### src/rtl/pfh_pkg.sv
// ----------------------------------------------------------------------------
// pfh_pkg
// Shared constants, types and the arctangent table of the path follower.
// ----------------------------------------------------------------------------
package pfh_pkg;

    localparam int PATH_DEPTH        = 256;
    localparam int LOOKAHEAD_STEPS   = 3;
    localparam int CORDIC_ITERATIONS = 16;

    localparam int ADDR_W = $clog2(PATH_DEPTH);
    localparam int LEN_W  = $clog2(PATH_DEPTH + 1);
    localparam int ITER_W = $clog2(CORDIC_ITERATIONS);

    // angles in q16 radians
    localparam int ANG_W = 20;
    localparam logic signed [ANG_W-1:0] Q16_PI      = ANG_W'(205887);
    localparam logic signed [ANG_W-1:0] Q16_HALF_PI = ANG_W'(102944);
    localparam logic signed [ANG_W+2:0] Q16_TWO_PI  = (ANG_W+3)'(411775);

    // vector width seen by the cordic, and its internal width
    localparam int VEC_W = 22;
    localparam int CRD_W = 48;

    // config register indexes
    localparam logic REG_CELL_SIZE = 1'b0;
    localparam logic REG_LOST_SQ   = 1'b1;

    localparam logic OP_LOAD  = 1'b0;
    localparam logic OP_QUERY = 1'b1;

    typedef enum logic [3:0] {
        S_IDLE,
        S_SCAN_RD,
        S_SCAN_CALC,
        S_SCAN_SQX,
        S_SCAN_SQY,
        S_GOAL_SEL,
        S_GOAL_RD,
        S_GOAL_CALC,
        S_CORDIC,
        S_WRAP,
        S_OUT
    } state_t;

    typedef enum logic {
        C_IDLE,
        C_RUN
    } cstate_t;

    // round(atan(2^-i) * 65536)
    function automatic logic signed [ANG_W-1:0] atan_q16(input logic [4:0] i);
        logic signed [ANG_W-1:0] r;
        unique case (i)
            5'd0:    r = ANG_W'(51472);
            5'd1:    r = ANG_W'(30386);
            5'd2:    r = ANG_W'(16055);
            5'd3:    r = ANG_W'(8150);
            5'd4:    r = ANG_W'(4091);
            5'd5:    r = ANG_W'(2047);
            5'd6:    r = ANG_W'(1024);
            5'd7:    r = ANG_W'(512);
            5'd8:    r = ANG_W'(256);
            5'd9:    r = ANG_W'(128);
            5'd10:   r = ANG_W'(64);
            5'd11:   r = ANG_W'(32);
            5'd12:   r = ANG_W'(16);
            5'd13:   r = ANG_W'(8);
            5'd14:   r = ANG_W'(4);
            5'd15:   r = ANG_W'(2);
            5'd16:   r = ANG_W'(1);
            default: r = '0;
        endcase
        return r;
    endfunction

endpackage

### src/rtl/pfh_cordic.sv
// ----------------------------------------------------------------------------
// pfh_cordic
// Iterative vectoring cordic: atan2(vec_y, vec_x) in q16 radians.
// ----------------------------------------------------------------------------
module pfh_cordic (
    input  logic                                  clk,
    input  logic                                  rst_n,
    input  logic                                  start,
    input  logic signed [pfh_pkg::VEC_W-1:0]      vec_x,
    input  logic signed [pfh_pkg::VEC_W-1:0]      vec_y,
    output logic                                  done,
    output logic signed [pfh_pkg::ANG_W-1:0]      theta
);
    import pfh_pkg::*;

    cstate_t                  cst_reg, cst_next;
    logic [ITER_W-1:0]        it_reg;
    logic signed [CRD_W-1:0]  x_reg, y_reg;
    logic signed [ANG_W-1:0]  z_reg;
    logic                     done_reg;
    logic signed [CRD_W-1:0]  xs, ys, xw, yw;

    // shared shifter, one iteration per cycle
    assign xs = x_reg >>> it_reg;
    assign ys = y_reg >>> it_reg;
    assign xw = CRD_W'(vec_x) <<< 24;
    assign yw = CRD_W'(vec_y) <<< 24;

    always_comb
    begin
        cst_next = cst_reg;
        unique case (cst_reg)
            C_IDLE:
            begin
                if (start && !(vec_x == '0 && vec_y == '0))
                    cst_next = C_RUN;
            end
            C_RUN:
            begin
                if (it_reg == ITER_W'(CORDIC_ITERATIONS - 1))
                    cst_next = C_IDLE;
            end
            default: cst_next = C_IDLE;
        endcase
    end

    always_ff @(posedge clk or negedge rst_n)
    begin
        if (!rst_n)
        begin
            cst_reg  <= C_IDLE;
            done_reg <= 1'b0;
            it_reg   <= '0;
        end
        else
        begin
            cst_reg  <= cst_next;
            done_reg <= 1'b0;
            if (cst_reg == C_IDLE)
            begin
                it_reg <= '0;
                if (start && vec_x == '0 && vec_y == '0)
                    done_reg <= 1'b1;
            end
            else
            begin
                it_reg <= it_reg + 1'b1;
                if (it_reg == ITER_W'(CORDIC_ITERATIONS - 1))
                    done_reg <= 1'b1;
            end
        end
    end

    // datapath: pre-rotation into the right half plane, then micro-rotations
    always_ff @(posedge clk)
    begin
        if (cst_reg == C_IDLE)
        begin
            if (start)
            begin
                if (vec_x == '0 && vec_y == '0)
                begin
                    z_reg <= '0;
                end
                else if (vec_x < 0 && vec_y >= 0)
                begin
                    x_reg <= yw;
                    y_reg <= -xw;
                    z_reg <= Q16_HALF_PI;
                end
                else if (vec_x < 0)
                begin
                    x_reg <= -yw;
                    y_reg <= xw;
                    z_reg <= -Q16_HALF_PI;
                end
                else
                begin
                    x_reg <= xw;
                    y_reg <= yw;
                    z_reg <= '0;
                end
            end
        end
        else if (y_reg >= 0)
        begin
            x_reg <= x_reg + ys;
            y_reg <= y_reg - xs;
            z_reg <= z_reg + atan_q16(5'(it_reg));
        end
        else
        begin
            x_reg <= x_reg - ys;
            y_reg <= y_reg + xs;
            z_reg <= z_reg - atan_q16(5'(it_reg));
        end
    end

    assign done  = done_reg;
    assign theta = z_reg;

endmodule

### config.mk
export PLATFORM = sky130hd
export DESIGN_NAME = pfh_cordic
export DESIGN_NICKNAME = d
export VERILOG_FILES = /design/src/rtl/pfh_pkg.sv /design/src/rtl/pfh_cordic.sv
export SDC_FILE = /design/constraint.sdc
export NUM_CORES = 1
export LEC_CHECK = 0
export BUFFER_PORTS_ARGS = -buffer_cell sky130_fd_sc_hd__buf_4
export CAP_MARGIN = 10
export CORE_MARGIN = 2
export CORE_UTILIZATION = 50
export DETAILED_ROUTE_END_ITERATION = 12
export PLACE_DENSITY = 0.66
export SLEW_MARGIN = 20
export SYNTH_ARGS = -nofsm -noshare
export SYNTH_HDL_FRONTEND = slang
export SYNTH_SLANG_ARGS = --single-unit
### constraint.sdc
create_clock -name clk -period 12.86 [get_ports clk]
set_clock_uncertainty 0.2 [all_clocks]
set_input_delay 0.643 -clock clk [delete_from_list [all_inputs] [get_ports clk]]
set_output_delay 0.643 -clock clk [all_outputs]
set_load 0.05 [all_outputs]
Word level (Yosys, flattened, before mapping)

Memory sizes are Yosys's and may differ from the RTL's.
Index checks and enable logic that the tools add are counted.

Register bits after elaboration: 122
ROM bits: 512
Bits of input ports: 47
Output and inout port bits: 21
Logic and storage cells: 64
Memories kept: 2

Add/subtract/negate cells: 9
Order comparisons: 3
Equality and inequality tests: 2
Shifts and indexed selects: 2
Multiplexer cells: 29
Bitwise logic cells: 1
Reductions and logical operators: 10

Memories:

| name             | words | bits a word | read ports | clocked after Yosys merged registers in | write ports | RTL line      | source |
|---|---|---|---|---|---|---|---|
| (name not given) | 16    | 16          | 1          | 0                                       | 0           | pfh_pkg.sv:54 | `unique case (i)` |
| (name not given) | 16    | 16          | 1          | 0                                       | 0           | pfh_pkg.sv:54 |  |

Operators by type and width:

| operator            | count |
|---|---|
| $mux 48             | 12 |
| $mux 20             | 10 |
| $add 48x48->48      | 2 |
| $neg 46->48         | 2 |
| $sshr 48x4->48      | 2 |
| $sub 48x48->48      | 2 |
| $ge 48x1->1 const B | 1 |
| $logic_not 22->1    | 2 |
| $ge 22x1->1 const B | 1 |
| $lt 22x1->1 const B | 1 |
| $add 20x20->20      | 1 |
| $sub 20x20->20      | 1 |
| $logic_and 1x1->1   | 5 |
| $mux 1              | 5 |
| $add 4x1->4 const B | 1 |
| $eq 4x4->1 const B  | 1 |
| $mux 4              | 1 |
| $ne 2x2->1 const B  | 1 |
| $pmux 1 s2          | 1 |
| $reduce_and 2->1    | 1 |
| $reduce_bool 2->1   | 1 |
| $logic_not 1->1     | 1 |
| $not 1->1           | 1 |

Logic depth before layout (Yosys ltp)

Depth after elaboration: 6
Gate-level depth with buffers: 30
Gate-level depth less buffers: 23

Least setup slack after synthesis

OpenSTA, ideal clock, no wires.

Path type: register -> register
From: reg it_reg[2]
To: reg y_reg[47], data pin
Setup time: 0.260 ns
Arrival: 6.294 ns
Required time: 12.400 ns
Setup slack: 6.106 ns
Stages on the path, launching flop included: 29
Path buffers: 9
Period minus slack after synthesis: 6.754 ns
Cells stage by stage: dfrtp_1 buf_2 buf_2 buf_1 clkbuf_1 buf_1 clkbuf_1 buf_1 clkbuf_1 nand2_1 o21ai_0 ha_1 nand2_1 or3_4 nor4_2 nand2_1 o21ai_0 xor2_1 ha_1 clkbuf_1 nand4_1 or2_2 nor3_1 o211a_1 o2111ai_1 and2_1 o31ai_1 xnor2_1 mux2_2

Cells in the longest elaborated chain, start to end: 4
Elaborated cells between the ends (all ways): 5
Those cells by class: 2 x add/sub; 1 x shift; 2 x mux

RTL lines:

| what                                             | RTL line                             | source |
|---|---|---|
| from (decl)                                      | pfh_cordic.sv:17                     | `logic [ITER_W-1:0] it_reg;` |
| from (signal assigned)                           | pfh_cordic.sv:67                     | `it_reg <= it_reg + 1'b1;` |
| $sshr 48x4->48 (*)                               | pfh_cordic.sv:24                     | `assign xs = x_reg >>> it_reg;` |
| $add 48x48->48 or $sub 48x48->48 (tied branches) | pfh_cordic.sv:114, pfh_cordic.sv:108 |  |
| $mux 48 (*)                                      | pfh_cordic.sv:105                    | `else if (y_reg >= 0)` |
| $mux 48 (*)                                      | pfh_cordic.sv:77                     | `if (cst_reg == C_IDLE)` |
| to (signal assigned)                             | pfh_cordic.sv:88                     | `y_reg <= -xw;` |
| to (signal assigned)                             | pfh_cordic.sv:108                    | `y_reg <= y_reg - xs;` |
| to (signal assigned)                             | pfh_cordic.sv:114                    | `y_reg <= y_reg + xs;` |
| to (decl)                                        | pfh_cordic.sv:18                     | `logic signed [CRD_W-1:0] x_reg, y_reg;` |

Every way passes the cells marked *; elsewhere a longest branch is shown, timed or not.
A chain may end at the register's enable or synchronous reset.

Final worst setup path

From: reg it_reg[0]
To: reg x_reg[47], data pin

Cells in the longest elaborated chain, start to end: 4
Elaborated cells between the ends (all ways): 5
Those cells by class: 2 x add/sub; 1 x shift; 2 x mux

RTL lines:

| what                                             | RTL line                             | source |
|---|---|---|
| $sshr 48x4->48 (*)                               | pfh_cordic.sv:25                     | `assign ys = y_reg >>> it_reg;` |
| $sub 48x48->48 or $add 48x48->48 (tied branches) | pfh_cordic.sv:113, pfh_cordic.sv:107 |  |
| $mux 48 (*)                                      | pfh_cordic.sv:105                    |  |
| $mux 48 (*)                                      | pfh_cordic.sv:77                     |  |
| to (signal assigned)                             | pfh_cordic.sv:87                     | `x_reg <= yw;` |
| to (signal assigned)                             | pfh_cordic.sv:107                    | `x_reg <= x_reg + ys;` |
| to (signal assigned)                             | pfh_cordic.sv:113                    | `x_reg <= x_reg - ys;` |
| to (decl)                                        | pfh_cordic.sv:18                     |  |

Marked as above.

==> summary.md <==
| Metric | Value |
|---|---|
| Clock Sinks | 122 |
| Synth Area per Inst | 8.20 sq um |
| Cell Area, Synth | approximately 20,000 sq um |
| Synth Instances | 2,488 |
| Die Span Y | 206 microns |
| Grt ovf | 0 |
| Multi-input logic area | 15,900 sq um |
| Rel. slew slack | 31.8% |
| Placer congestion estimate | 1.00 |
| Clock Tree Buf Depth | 2 |
| Sequential element share of the synthesized area | about 18% |
| WHS | 0.233 ns |
| Crit path max-delay cell type | dfrtp_4 |
| Clk Latency, worst-skew pair | 0.51 ns |
| Clock transition at path regs | 0.07 ns |
| Initial Util | roughly half |
| Global router's overall resource usage | 33.9% |
| Setup crit end kind | flop |
| Slowest stage delay, CP | 0.77 ns |
| Initial DRC Count | 1,975 |
| Hpwl dp | 53,800 microns |
| Worst Path Required | 12.87 ns |
| Period minus WS final | 7.84 ns |
| Most frequent cell on the critical path | buf_4 |
| PortBufs | 67 |
| Fin worst setup slack | 5.02 ns |
| Antenna violations before repair | 0 |
| Outcome | complete, no violations |
| DIE WIDTH | 206 microns |
| Async S/R FF share, synth | 4.92% |
| EDFF count, synth | 116 |
| Place WS | 5.21 ns |
| Primary FF master, synth | edfxtp_1 |
| Unrepaired setup endpoints after global routing | false |
| Post-synthesis sequential element count | 122 |
| Buf+Inv Stages, Crit Path | 4 |
| Cell taking the most area after synthesis | edfxtp_1 |
| CP Max Fanout | between 60 and 70 |
| Per-cell routed wire length | 24.0 microns |
| Nets@finish | between 2,000 and 3,000 |
| I/O pins | a little under 70 |
| CP Cell Sequence | buf_4 -> inv_2 -> buf_4 -> a222oi_1 -> o21a_1 -> ha_1 -> and2_1 -> nand4_1 -> or4_1 -> o21ai_0 -> xor2_1 -> ha_1 -> a2111oi_0 -> o21ai_0 -> o22ai_1 -> o221ai_1 -> and3_1 -> a2111oi_1 -> buf_4 -> nor3_1 -> o32a_1 -> xor2_1 -> nor2_1 |
| Cell family with most CP delay | compound AO/OA/AOI/OAI gates |
| # fillers | 3,830 |
| Post-route ant nets | 0 |
| Final setup viols | 0 |
| Remaining DRCs | 0 |
| TNS Setup | 0 ns |
| Core box area | 40,000 sq um |
| Startpoint Class | flop |
| Root Driver | clkbuf_16 |
| Period utilization | 61.0% |
| Synth area leaders | edfxtp_1 (17%), mux4_2 (9.1%), ha_1 (7.9%) |
| Worst min path class | primary input to flop |
| Syn-to-layout area delta | 6.32% |
| FMAX | 127 MHz |
| Max-cap violations | 0 |
| CP arrival | 7.86 ns |
| Drt first pass iters | 5 |
| First-pass GRT wire length | 109,000 microns |
| Ant. Diodes | 0 |
| Synth Warn # | 0 |
| Row Count | 73 |
| H-tree Lvls | 4 |
| Worst Tran Pin Value | 1.02 ns |
| Critical path type | flop to flop |
| Fin. max-slew vios | 0 |
| Routed Wire Length | ~71,000 microns |
| Vias in the first global route | 18,700 |
| TritonCTS Buffers | 17 |
| Die area | 42,400 sq um |
| Share of the synthesized area in the top cell type | 17.1% |
| Via density | 6.75 |
| FF+latch area | 3650 sq um |
| DR vias | 20,100 |
| Synthesized Nets | 2,667 |
| Post-cts resize count | 0 |
| CTS tree | built |
| Largest net degree at the start of global routing | approximately 120 |
| Synth cell types | 101 |
| Proportion of layout cells with a drive suffix above 1 | 13.0% |
| Final Hold Viols | 0 |
## routing by layer
metal | vias up | wire length (microns) | track usage, %
met5 | - | 0 | 0
met4 | 0 | 4070 | 18.8
met3 | 199 | 5340 | 5.33
met2 | 970 | 32200 | 53.5
met1 | 9640 | 29800 | 44.2
li1 | 9321 | - | -
## tightest hold or removal path: cells and delay by family
family / cells / cell delay [ns]
buffers and inverters: 1 / 0.08
and+or+nand+nor: 2 / 0.17
## synthesized netlist by cell type, types with 29 or more instances
| library cell | n |
|---|---|
| nand2_1 | 269 |
| o31ai_1 | 30 |
| ha_1 | 129 |
| nor2_1 | 208 |
| a21oi_1 | 176 |
| clkbuf_1 | 78 |
| a211oi_1 | 31 |
| o22ai_1 | 29 |
| mux2i_1 | 74 |
| nand3_1 | 52 |
| mux4_2 | 82 |
| mux2_2 | 57 |
| xnor2_1 | 116 |
| nor3_1 | 45 |
| a21o_1 | 58 |
| o21ai_0 | 231 |
| buf_2 | 29 |
| xor2_1 | 102 |
| inv_1 | 50 |
| edfxtp_1 | 116 |
| nor2b_1 | 35 |
| and2_1 | 29 |
## cell type report
type	instances	area share (%)
clock buffers	17	1.96
clock inverters	15	0.871
inverters	54	0.941
multi-input cells	2165	73.3
flip-flops and latches	122	16.8
well taps	525	3.03
repair buffers	85	3.07
## cell usage in the layout, fill, tap and decap left out, drive strengths merged, types with 10 or more instances in the layout
master  instances
nand2         270
o21ai         238
nor2          209
a21oi         178
ha            129
xnor2         116
edfxtp        116
xor2          102
mux4           87
buf            84
mux2i          74
mux2           62
a21o           58
inv            56
nand3          53
nor3           46
nor2b          35
a211oi         33
o31ai          31
and2           31
o22ai          30
nand2b         27
nand4          26
o21a           26
o211ai         26
and3           25
or3            24
a31oi          23
or2            21
o21bai         19
clkbuf         17
nor4           12
a221oi         11
a22oi          10
## timing repair
item	4_1_cts	5_1_grt
buffers inserted	0	0
hold buffers	1	0
endpoints found under the hold margin	6	0
## kinds of logic (layout without fill, tap and decap cells)
family,count (synthesis),count (layout),share of synthesized area [%]
xor gates and xnor gates,218,218,9.36
AOI/OAI and AO/OA,778,778,24.2
buffers and inverters,201,171,4.30
adders and majority gates,132,132,8.21
and+or+nand+nor,814,814,19.3
muxes,223,223,16.8
DFF,122,122,17.8
## through the flow
step	instance area (sq um)	util, %	instances
final	21700	54.2	2983
after CTS	21700	54.1	2982
after global placement	21000	52.6	2949
after floorplan	20400	-	2488
after detailed placement	21000	52.6	2949
after global routing	21700	54.2	2983
## worst paths after layout
| check | slack (ns) | start | to | depth (start not counted) |
|---|---|---|---|---|
| hold / removal | 0.23 | start | done$_DFF_PN0_ | 3 |
| setup reg to reg | 5.02 | it_reg[0]$_DFF_PN0_ | x_reg[47]$_DFFE_PP_ | 23 |
| setup / recovery | 5.02 | it_reg[0]$_DFF_PN0_ | x_reg[47]$_DFFE_PP_ | 23 |
| hold reg to reg | 0.51 | theta[0]$_SDFFCE_PN0P_ | theta[0]$_SDFFCE_PN0P_ | 2 |
| max in group asynchronous | 11.96 | rst_n | it_reg[0]$_DFF_PN0_ | 2 |
| min in group asynchronous | 0.30 | rst_n | it_reg[3]$_DFF_PN0_ | 2 |
Power is left out: the tool's default activity adds up to more than one toggle a clock period on the data nets, which glitch-free logic cannot reach.
